[src/rtl/core/opc_pkg.sv]
`timescale 1ns / 1ps
// Shared types, codes and lookup functions of the expression checker.
package opc_pkg;

    localparam int STACK_DEPTH = 64;
    localparam int PTR_W       = $clog2(STACK_DEPTH);

    typedef logic [PTR_W-1:0] ptr_t;

    // Lexer tokens
    typedef enum logic [2:0] {
        TK_BAD    = 3'd0,
        TK_PLUS   = 3'd1,
        TK_MINUS  = 3'd2,
        TK_MULDIV = 3'd3,
        TK_ID     = 3'd4,
        TK_LP     = 3'd5,
        TK_RP     = 3'd6,
        TK_END    = 3'd7
    } tok_t;

    // Parse stack symbols; SYM_E is the reduced nonterminal
    typedef enum logic [2:0] {
        SYM_E   = 3'd0,
        SYM_ADD = 3'd1,
        SYM_MUL = 3'd2,
        SYM_ID  = 3'd3,
        SYM_LP  = 3'd4,
        SYM_RP  = 3'd5,
        SYM_END = 3'd6
    } sym_t;

    typedef enum logic [1:0] {
        REL_LT   = 2'd0,
        REL_EQ   = 2'd1,
        REL_GT   = 2'd2,
        REL_NONE = 2'd3
    } rel_t;

    typedef enum logic [2:0] {
        V_ACCEPT    = 3'd0,
        V_BAD_START = 3'd1,
        V_ADJ_OPS   = 3'd2,
        V_OP_CLOSE  = 3'd3,
        V_PAREN_OP  = 3'd4,
        V_NO_REL    = 3'd5,
        V_BAD_CHAR  = 3'd6,
        V_OVERFLOW  = 3'd7
    } verdict_t;

    typedef struct packed {
        logic start;
        logic clear;
        tok_t tok;
        logic next_op;
    } eng_ctrl_t;

    typedef struct packed {
        logic     done;
        logic     hit;
        verdict_t code;
    } eng_stat_t;

    function automatic logic is_op(tok_t t);
        return (t == TK_PLUS) || (t == TK_MINUS) || (t == TK_MULDIV);
    endfunction

    function automatic sym_t tok_class(tok_t t);
        sym_t s;
        s = SYM_E;
        unique case (t) inside
            TK_PLUS, TK_MINUS: s = SYM_ADD;
            TK_MULDIV:         s = SYM_MUL;
            TK_ID:             s = SYM_ID;
            TK_LP:             s = SYM_LP;
            TK_RP:             s = SYM_RP;
            TK_END:            s = SYM_END;
            default:           s = SYM_E;
        endcase
        return s;
    endfunction

    // Precedence of stack symbol a against incoming symbol b
    function automatic rel_t relation(sym_t a, sym_t b);
        rel_t r;
        r = REL_NONE;
        unique case (a) inside
            SYM_ADD:
            begin
                unique case (b) inside
                    SYM_ADD, SYM_RP, SYM_END: r = REL_GT;
                    SYM_MUL, SYM_ID, SYM_LP:  r = REL_LT;
                    default:                  r = REL_NONE;
                endcase
            end
            SYM_MUL:
            begin
                unique case (b) inside
                    SYM_ADD, SYM_MUL, SYM_RP, SYM_END: r = REL_GT;
                    SYM_ID, SYM_LP:                    r = REL_LT;
                    default:                           r = REL_NONE;
                endcase
            end
            SYM_ID, SYM_RP:
            begin
                unique case (b) inside
                    SYM_ADD, SYM_MUL, SYM_RP, SYM_END: r = REL_GT;
                    default:                           r = REL_NONE;
                endcase
            end
            SYM_LP:
            begin
                unique case (b) inside
                    SYM_ADD, SYM_MUL, SYM_ID, SYM_LP: r = REL_LT;
                    SYM_RP:                           r = REL_EQ;
                    default:                          r = REL_NONE;
                endcase
            end
            SYM_END:
            begin
                unique case (b) inside
                    SYM_ADD, SYM_MUL, SYM_ID, SYM_LP: r = REL_LT;
                    SYM_END:                          r = REL_EQ;
                    default:                          r = REL_NONE;
                endcase
            end
            default: r = REL_NONE;
        endcase
        return r;
    endfunction

endpackage

[src/rtl/core/opc_engine.sv]
`timescale 1ns / 1ps
// Precedence engine: pair checks, then shift/reduce steps over the stack memory.
module opc_engine (
    input  logic               clk,
    input  logic               rst_n,
    input  opc_pkg::eng_ctrl_t ctrl,
    output opc_pkg::eng_stat_t stat
);

    typedef enum logic [5:0] {
        E_IDLE  = 6'b000001,
        E_KEY   = 6'b000010,
        E_KEYRD = 6'b000100,
        E_WALKA = 6'b001000,
        E_WALKB = 6'b010000,
        E_WALKC = 6'b100000
    } eng_state_t;

    eng_state_t         state_reg, state_next;
    opc_pkg::ptr_t      top_reg, top_next;
    opc_pkg::sym_t      top_sym_reg, top_sym_next;
    opc_pkg::sym_t      cls_reg, cls_next;
    opc_pkg::ptr_t      k_reg, k_next;
    opc_pkg::sym_t      t_reg, t_next;
    logic               first_reg, first_next;
    logic               prev_op_reg, prev_op_next;
    logic               done_reg, done_next;
    logic               hit_reg, hit_next;
    opc_pkg::verdict_t  code_reg, code_next;

    opc_pkg::sym_t      stack_mem [opc_pkg::STACK_DEPTH];
    opc_pkg::sym_t      rdata_reg;
    logic               rd_one_reg;
    opc_pkg::sym_t      rd_sym;
    logic               we;
    opc_pkg::ptr_t      waddr;
    opc_pkg::sym_t      wdata;
    opc_pkg::ptr_t      raddr;

    opc_pkg::sym_t      dec_sym;
    opc_pkg::ptr_t      dec_key;
    opc_pkg::ptr_t      ev_k;
    logic               in_walk;
    opc_pkg::sym_t      rel_a, rel_b;
    opc_pkg::rel_t      rel;
    logic               decide, eval, push, fin, quit;
    opc_pkg::verdict_t  fin_code;

    // reads of the bottom entry always return the end marker
    assign rd_sym = rd_one_reg ? opc_pkg::SYM_END : rdata_reg;

    always_ff @(posedge clk)
    begin
        if (we)
        begin
            stack_mem[waddr] <= wdata;
        end
        rdata_reg  <= stack_mem[raddr];
        rd_one_reg <= (raddr == opc_pkg::ptr_t'(1));
    end

    always_comb
    begin
        state_next   = state_reg;
        top_next     = top_reg;
        top_sym_next = top_sym_reg;
        cls_next     = cls_reg;
        k_next       = k_reg;
        t_next       = t_reg;
        first_next   = first_reg;
        prev_op_next = prev_op_reg;
        done_next    = 1'b0;
        hit_next     = hit_reg;
        code_next    = code_reg;
        we           = 1'b0;
        waddr        = top_reg + opc_pkg::ptr_t'(1);
        wdata        = cls_reg;
        raddr        = k_reg - opc_pkg::ptr_t'(1);
        decide       = 1'b0;
        eval         = 1'b0;
        push         = 1'b0;
        fin          = 1'b0;
        quit         = 1'b0;
        fin_code     = opc_pkg::V_NO_REL;

        in_walk = (state_reg == E_WALKB) || (state_reg == E_WALKC);
        dec_sym = (state_reg == E_KEYRD) ? rd_sym : top_sym_reg;
        dec_key = (state_reg == E_KEYRD) ? (top_reg - opc_pkg::ptr_t'(1)) : top_reg;
        ev_k    = (state_reg == E_WALKB) ? (k_reg - opc_pkg::ptr_t'(1))
                                         : (k_reg - opc_pkg::ptr_t'(2));
        // one shared precedence lookup
        rel_a   = in_walk ? rd_sym : dec_sym;
        rel_b   = in_walk ? t_reg : cls_reg;
        rel     = opc_pkg::relation(rel_a, rel_b);

        unique case (state_reg)
            E_IDLE:
            begin
                if (ctrl.clear)
                begin
                    top_next     = opc_pkg::ptr_t'(1);
                    top_sym_next = opc_pkg::SYM_END;
                    first_next   = 1'b0;
                    prev_op_next = 1'b0;
                end
                else if (ctrl.start)
                begin
                    first_next = 1'b1;
                    if (!first_reg && !((ctrl.tok == opc_pkg::TK_ID)
                        || (ctrl.tok == opc_pkg::TK_LP) || (ctrl.tok == opc_pkg::TK_MINUS)))
                    begin
                        fin      = 1'b1;
                        fin_code = opc_pkg::V_BAD_START;
                    end
                    else if (opc_pkg::is_op(ctrl.tok) && ctrl.next_op)
                    begin
                        fin      = 1'b1;
                        fin_code = opc_pkg::V_ADJ_OPS;
                    end
                    else if (((ctrl.tok == opc_pkg::TK_END) || (ctrl.tok == opc_pkg::TK_RP))
                             && prev_op_reg)
                    begin
                        fin      = 1'b1;
                        fin_code = opc_pkg::V_OP_CLOSE;
                    end
                    else if ((ctrl.tok == opc_pkg::TK_LP) && ctrl.next_op)
                    begin
                        fin      = 1'b1;
                        fin_code = opc_pkg::V_PAREN_OP;
                    end
                    else
                    begin
                        prev_op_next = opc_pkg::is_op(ctrl.tok);
                        if (ctrl.tok == opc_pkg::TK_BAD)
                        begin
                            fin      = 1'b1;
                            fin_code = opc_pkg::V_BAD_CHAR;
                        end
                        else
                        begin
                            cls_next   = opc_pkg::tok_class(ctrl.tok);
                            state_next = E_KEY;
                        end
                    end
                end
            end
            E_KEY:
            begin
                // skip a nonterminal on top: fetch the entry below
                if (top_sym_reg == opc_pkg::SYM_E)
                begin
                    raddr      = top_reg - opc_pkg::ptr_t'(1);
                    state_next = E_KEYRD;
                end
                else
                begin
                    decide = 1'b1;
                end
            end
            E_KEYRD:
            begin
                decide = 1'b1;
            end
            E_WALKA:
            begin
                if (k_reg < opc_pkg::ptr_t'(2))
                begin
                    fin = 1'b1;
                end
                else
                begin
                    raddr      = k_reg - opc_pkg::ptr_t'(1);
                    state_next = E_WALKB;
                end
            end
            E_WALKB:
            begin
                if (rd_sym != opc_pkg::SYM_E)
                begin
                    eval = 1'b1;
                end
                else if (k_reg < opc_pkg::ptr_t'(3))
                begin
                    fin = 1'b1;
                end
                else
                begin
                    raddr      = k_reg - opc_pkg::ptr_t'(2);
                    state_next = E_WALKC;
                end
            end
            E_WALKC:
            begin
                if (rd_sym == opc_pkg::SYM_E)
                begin
                    fin = 1'b1;
                end
                else
                begin
                    eval = 1'b1;
                end
            end
            default:
            begin
                state_next = E_IDLE;
            end
        endcase

        if (decide)
        begin
            if ((dec_key == '0) || (dec_sym == opc_pkg::SYM_E))
            begin
                fin = 1'b1;
            end
            else
            begin
                case (rel)
                    opc_pkg::REL_LT: push = 1'b1;
                    opc_pkg::REL_EQ:
                    begin
                        if (dec_sym == opc_pkg::SYM_END)
                        begin
                            fin      = 1'b1;
                            fin_code = opc_pkg::V_ACCEPT;
                        end
                        else
                        begin
                            push = 1'b1;
                        end
                    end
                    opc_pkg::REL_GT:
                    begin
                        k_next     = dec_key;
                        t_next     = dec_sym;
                        state_next = E_WALKA;
                    end
                    default: fin = 1'b1;
                endcase
            end
        end

        if (eval)
        begin
            if (rel == opc_pkg::REL_LT)
            begin
                // handle found: collapse it into one nonterminal
                top_next     = ev_k + opc_pkg::ptr_t'(1);
                we           = 1'b1;
                waddr        = ev_k + opc_pkg::ptr_t'(1);
                wdata        = opc_pkg::SYM_E;
                top_sym_next = opc_pkg::SYM_E;
                state_next   = E_KEY;
            end
            else
            begin
                t_next     = rd_sym;
                k_next     = ev_k;
                state_next = E_WALKA;
            end
        end

        if (push)
        begin
            if (top_reg == opc_pkg::ptr_t'(opc_pkg::STACK_DEPTH - 1))
            begin
                fin      = 1'b1;
                fin_code = opc_pkg::V_OVERFLOW;
            end
            else
            begin
                we           = 1'b1;
                waddr        = top_reg + opc_pkg::ptr_t'(1);
                wdata        = cls_reg;
                top_next     = top_reg + opc_pkg::ptr_t'(1);
                top_sym_next = cls_reg;
                quit         = 1'b1;
            end
        end

        if (fin)
        begin
            done_next  = 1'b1;
            hit_next   = 1'b1;
            code_next  = fin_code;
            state_next = E_IDLE;
        end
        else if (quit)
        begin
            done_next  = 1'b1;
            hit_next   = 1'b0;
            state_next = E_IDLE;
        end
    end

    always_ff @(posedge clk or negedge rst_n)
    begin
        if (!rst_n)
        begin
            state_reg   <= E_IDLE;
            top_reg     <= opc_pkg::ptr_t'(1);
            top_sym_reg <= opc_pkg::SYM_END;
            first_reg   <= 1'b0;
            prev_op_reg <= 1'b0;
            done_reg    <= 1'b0;
            hit_reg     <= 1'b0;
        end
        else
        begin
            state_reg   <= state_next;
            top_reg     <= top_next;
            top_sym_reg <= top_sym_next;
            first_reg   <= first_next;
            prev_op_reg <= prev_op_next;
            done_reg    <= done_next;
            hit_reg     <= hit_next;
        end
    end

    always_ff @(posedge clk)
    begin
        cls_reg  <= cls_next;
        k_reg    <= k_next;
        t_reg    <= t_next;
        code_reg <= code_next;
    end

    assign stat.done = done_reg;
    assign stat.hit  = hit_reg;
    assign stat.code = code_reg;

endmodule
[config.mk]
export PLATFORM = sky130hd
export DESIGN_NAME = opc_engine
export DESIGN_NICKNAME = d
export VERILOG_FILES = /design/src/rtl/core/opc_pkg.sv /design/src/rtl/core/opc_engine.sv
export SDC_FILE = /design/constraint.sdc
export NUM_CORES = 1
export LEC_CHECK = 0
export BUFFER_PORTS_ARGS = -buffer_cell sky130_fd_sc_hd__buf_2
export CORE_ASPECT_RATIO = 0.8
export CORE_MARGIN = 10
export CORE_UTILIZATION = 50
export CTS_CLUSTER_SIZE = 8
export DETAILED_ROUTE_END_ITERATION = 16
export GPL_TIMING_DRIVEN = 0
export PLACE_DENSITY = 0.7
export SYNTH_ARGS = -nofsm -noshare
export SYNTH_HDL_FRONTEND = slang
export SYNTH_SLANG_ARGS = --single-unit
[constraint.sdc]
create_clock -name clk -period 5.5 [get_ports clk]
set_clock_uncertainty 0.05 [all_clocks]
set_input_delay 1.1 -clock clk [delete_from_list [all_inputs] [get_ports clk]]
set_output_delay 1.1 -clock clk [all_outputs]
set_load 0.01 [all_outputs]
==> flow_metrics.env <==
export IMPL_grt_pass1_vias=8859
export IMPL_cts_root_buf="clkbuf_16"
export IMPL_critPathKind="register to register"
export IMPL_top_register="stack_mem"
export IMPL_start_util=0.5090
export IMPL_synth_edf_count=198
export IMPL_largest_reg_flops=192
export IMPL_worst_slack_ns=0.2207
export IMPL_instances_no_fill=1450
export IMPL_rows=50
export IMPL_hold_buffers=0
export IMPL_cp_end_kind="register"
export IMPL_avgSynthCellArea_um2=11.07
export IMPL_async_flop_share=0.08261
export IMPL_power_density_mw_per_mm2=331.0
export IMPL_dp_hpwl_um=24510
export IMPL_rsz0062_at_grt="no"
export IMPL_cts_tree="yes"
export IMPL_leakage_nw=4.671
export IMPL_antenna_found_initial=0
export IMPL_timing_final_crit_share=0.9599
export IMPL_grt_start_max_net_pins=45
export IMPL_worst_ep_arrival_time_ns=5.43
export IMPL_synthFlopType="edfxtp_1"
export IMPL_cts_buffer_depth=3
export IMPL_num_nets_final=1147
export IMPL_drv_slew=0
export IMPL_gp_congestion=0.9297
export IMPL_vias_per_cell=6.548
export IMPL_syn2layout_area_growth_pct=13.30
export IMPL_numCtsBuffers=34
export IMPL_placed_cells=1400
export IMPL_yosysSeqAreaShare=0.5615
export IMPL_finalPower_w=0.004467
export IMPL_drc_errors=0
export IMPL_ys_ff_latch=230
export IMPL_via_count=9495
export IMPL_hold_ws_ns=0.4264
export IMPL_yosysUniqueCellTypes=81
export IMPL_wl_per_cell_um=24.23
export IMPL_io_pins=13
export IMPL_fp_dieW_um=192.5
export IMPL_required_ns=5.65
export IMPL_clk_latency_ns=0.51
export IMPL_hold_path_class="register to register"
export IMPL_dr_pass1_iters=6
export IMPL_max_slew_margin=0.2826
export IMPL_grt_usage=0.2306
export IMPL_wl_um=35130
export IMPL_antenna_left=0
export IMPL_clock_fmax_ghz=0.1894
export IMPL_critPathMaxFanout=9
export IMPL_timing_hold_violations_final=0
export IMPL_drive_above_1_share=0.1160
export IMPL_n_antenna_cell=0
export IMPL_core_area_mm2=0.02340
export IMPL_dieArea_mm2=0.03043
export IMPL_grt_pass1_wl_um=53390
export IMPL_ys_warnings_count=0
export IMPL_outcome="complete, no violations"
export IMPL_vdd_ir_drop_max_uv=280.3
export IMPL_path_clk_slew_ns=0.05
export IMPL_htreeDepth=2
export IMPL_grt_remaining_overflow=0
export IMPL_synthesis_nets=1096
export IMPL_worst_setup_path_start_kind="register"
export IMPL_setup_viol=0
export IMPL_netlist_area_mm2=0.01191
export IMPL_worstMarginPinSlew_ns=1.069
export IMPL_fin_crit_ns=5.279
export IMPL_cts_sinks=230
export IMPL_io_buffer_count=9
export IMPL_maxCapViolCount=0
export IMPL_drt_iter0_drc=1662
export IMPL_fp_dieH_um=158.0
export IMPL_pre_cts_ws_ns=0.1347
export IMPL_setup_tns_final_ns=0
export IMPL_syn_inst=1076
export IMPL_r2r_setup_slack_ns=0.22
[report_power, final]
part / internal [W] / total [W] / switching [W]
Combinational: 0.000194 / 0.000631 / 0.000436
Sequential: 0.00191 / 0.00194 / 0.0000235
Clock: 0.00116 / 0.00190 / 0.000738
[path summary, 6_finish.rpt]
kind | from | endpoint | cells after the start
max reg2reg | state_reg[1] | stack_mem[12][1] | 15
max in group asynchronous | rst_n | top_reg[0] | 1
max | state_reg[1] | stack_mem[12][1] | 15
min in group asynchronous | rst_n | top_reg[3] | 1
min | hit_reg | hit_reg | 1
min reg2reg | hit_reg | hit_reg | 1
[worst max-delay path, stage by stage (launching register included)]
cell and delay, ns:
dfrtp_1 0.35, buf_4 0.17, or4_1 0.50, buf_2 0.21, nor2_2 0.31, nand2_1 0.10, nand2_1 0.15, ha_1 0.20
a21boi_0 0.34, o311ai_0 0.23, a2111oi_2 0.52, and2_1 0.28, buf_4 0.18, nand3_2 0.23, a32oi_1 0.89, nor2_1 0.27
[per-layer routing]
layer  vias to the layer above  global-route usage  part of all wire
li1                       4159                   -                 -
met5                         -                   0                 0
met4                         0             0.05859             0.023
met1                      4559              0.3357              0.42
met3                        90             0.07586              0.14
met2                       687              0.3212              0.41
[stage by stage]
| step | instance area, µm² | utilization |
|---|---|---|
| 2_1_floorplan | 11910 | - |
| 3_3_place_gp | 12340 | 0.5276 |
| 3_5_place_dp | 12410 | 0.5306 |
| 4_1_cts | 13370 | 0.5714 |
| 5_1_grt | 13490 | 0.5767 |
| 6_report | 13490 | 0.5767 |
[cells by family (layout without fill, tap and decap cells)]
kind of cell             Yosys count  after routing  share of synthesized area
AO/OA/AOI/OAI                    215            215                     0.1292
AND/OR/NAND/NOR                  424            424                     0.1707
buffers and inverters             89            151                    0.03341
XOR/XNOR                          31             31                    0.02280
adder cells (fa/ha/maj)           12             12                    0.01261
multiplexers                      75             75                    0.06976
flip-flops                       230            230                     0.5615
[final cells by class]
cell class	instances	area, µm²
sequential	230	6686
tap	312	390.4
fill	1938	9905
multi-input combinational	757	4935
clock inverter	2	32.53
inverter	23	86.33
clock buffer	45	923.4
timing repair buffer	15	127.6
buffer	66	311.5
[synth_stat cells, drive strengths merged, types with 5 or more instances]
library cell	number	area share
o21a	6	0.0038
mux4	6	0.011
a211oi	7	0.0044
nand3	41	0.018
nor2b	13	0.0068
a21oi	45	0.020
clkbuf	34	0.011
nor2	113	0.036
mux2i	65	0.055
a2111oi	6	0.0055
dfrtp	15	0.032
or2	6	0.0032
o31ai	7	0.0048
or4	8	0.0050
a32oi	15	0.011
ha	12	0.013
dfxtp	13	0.022
o22ai	5	0.0026
xor2	15	0.011
buf	32	0.015
nand4	5	0.0026
a221oi	12	0.0088
edfxtp	198	0.50
and2	11	0.0060
o211ai	9	0.0057
and3	9	0.0047
nor4	13	0.010
a22oi	8	0.0050
inv	23	0.0072
nand2	143	0.045
a31oi	20	0.011
o21ai	32	0.014
nor3	32	0.014
nand2b	10	0.0053
xnor2	16	0.012
[cells in the final DEF, fill, tap and decap left out, types with 6 or more instances in the layout]
master     count
ha_1          12
xnor2_1       16
a221oi_1      12
a31oi_1       20
edfxtp_1     198
a21oi_1       43
o31ai_1        6
and3_1         9
dfxtp_1       13
nand2b_1      10
nand3_1       40
or2_2          6
inv_1         23
nor3_1        25
buf_1          8
clkbuf_16     35
clkbuf_1      43
dfrtp_1       15
nor2b_1       13
mux2i_1       63
buf_4          9
buf_2         24
o21a_1         6
or4_1          8
a32oi_1       11
mux4_2         6
nor2_1       111
a211oi_1       7
and2_1         7
nor4_1         9
xor2_1        15
o21ai_0       28
nand2_1      141
a22oi_1        7
o211ai_1       9
[what timing repair did]
action	CTS	global route
resized for setup	0	18
endpoints found under the setup margin	0	186
buffers inserted	0	3
Note: power is estimated with default switching activity, not from simulation.
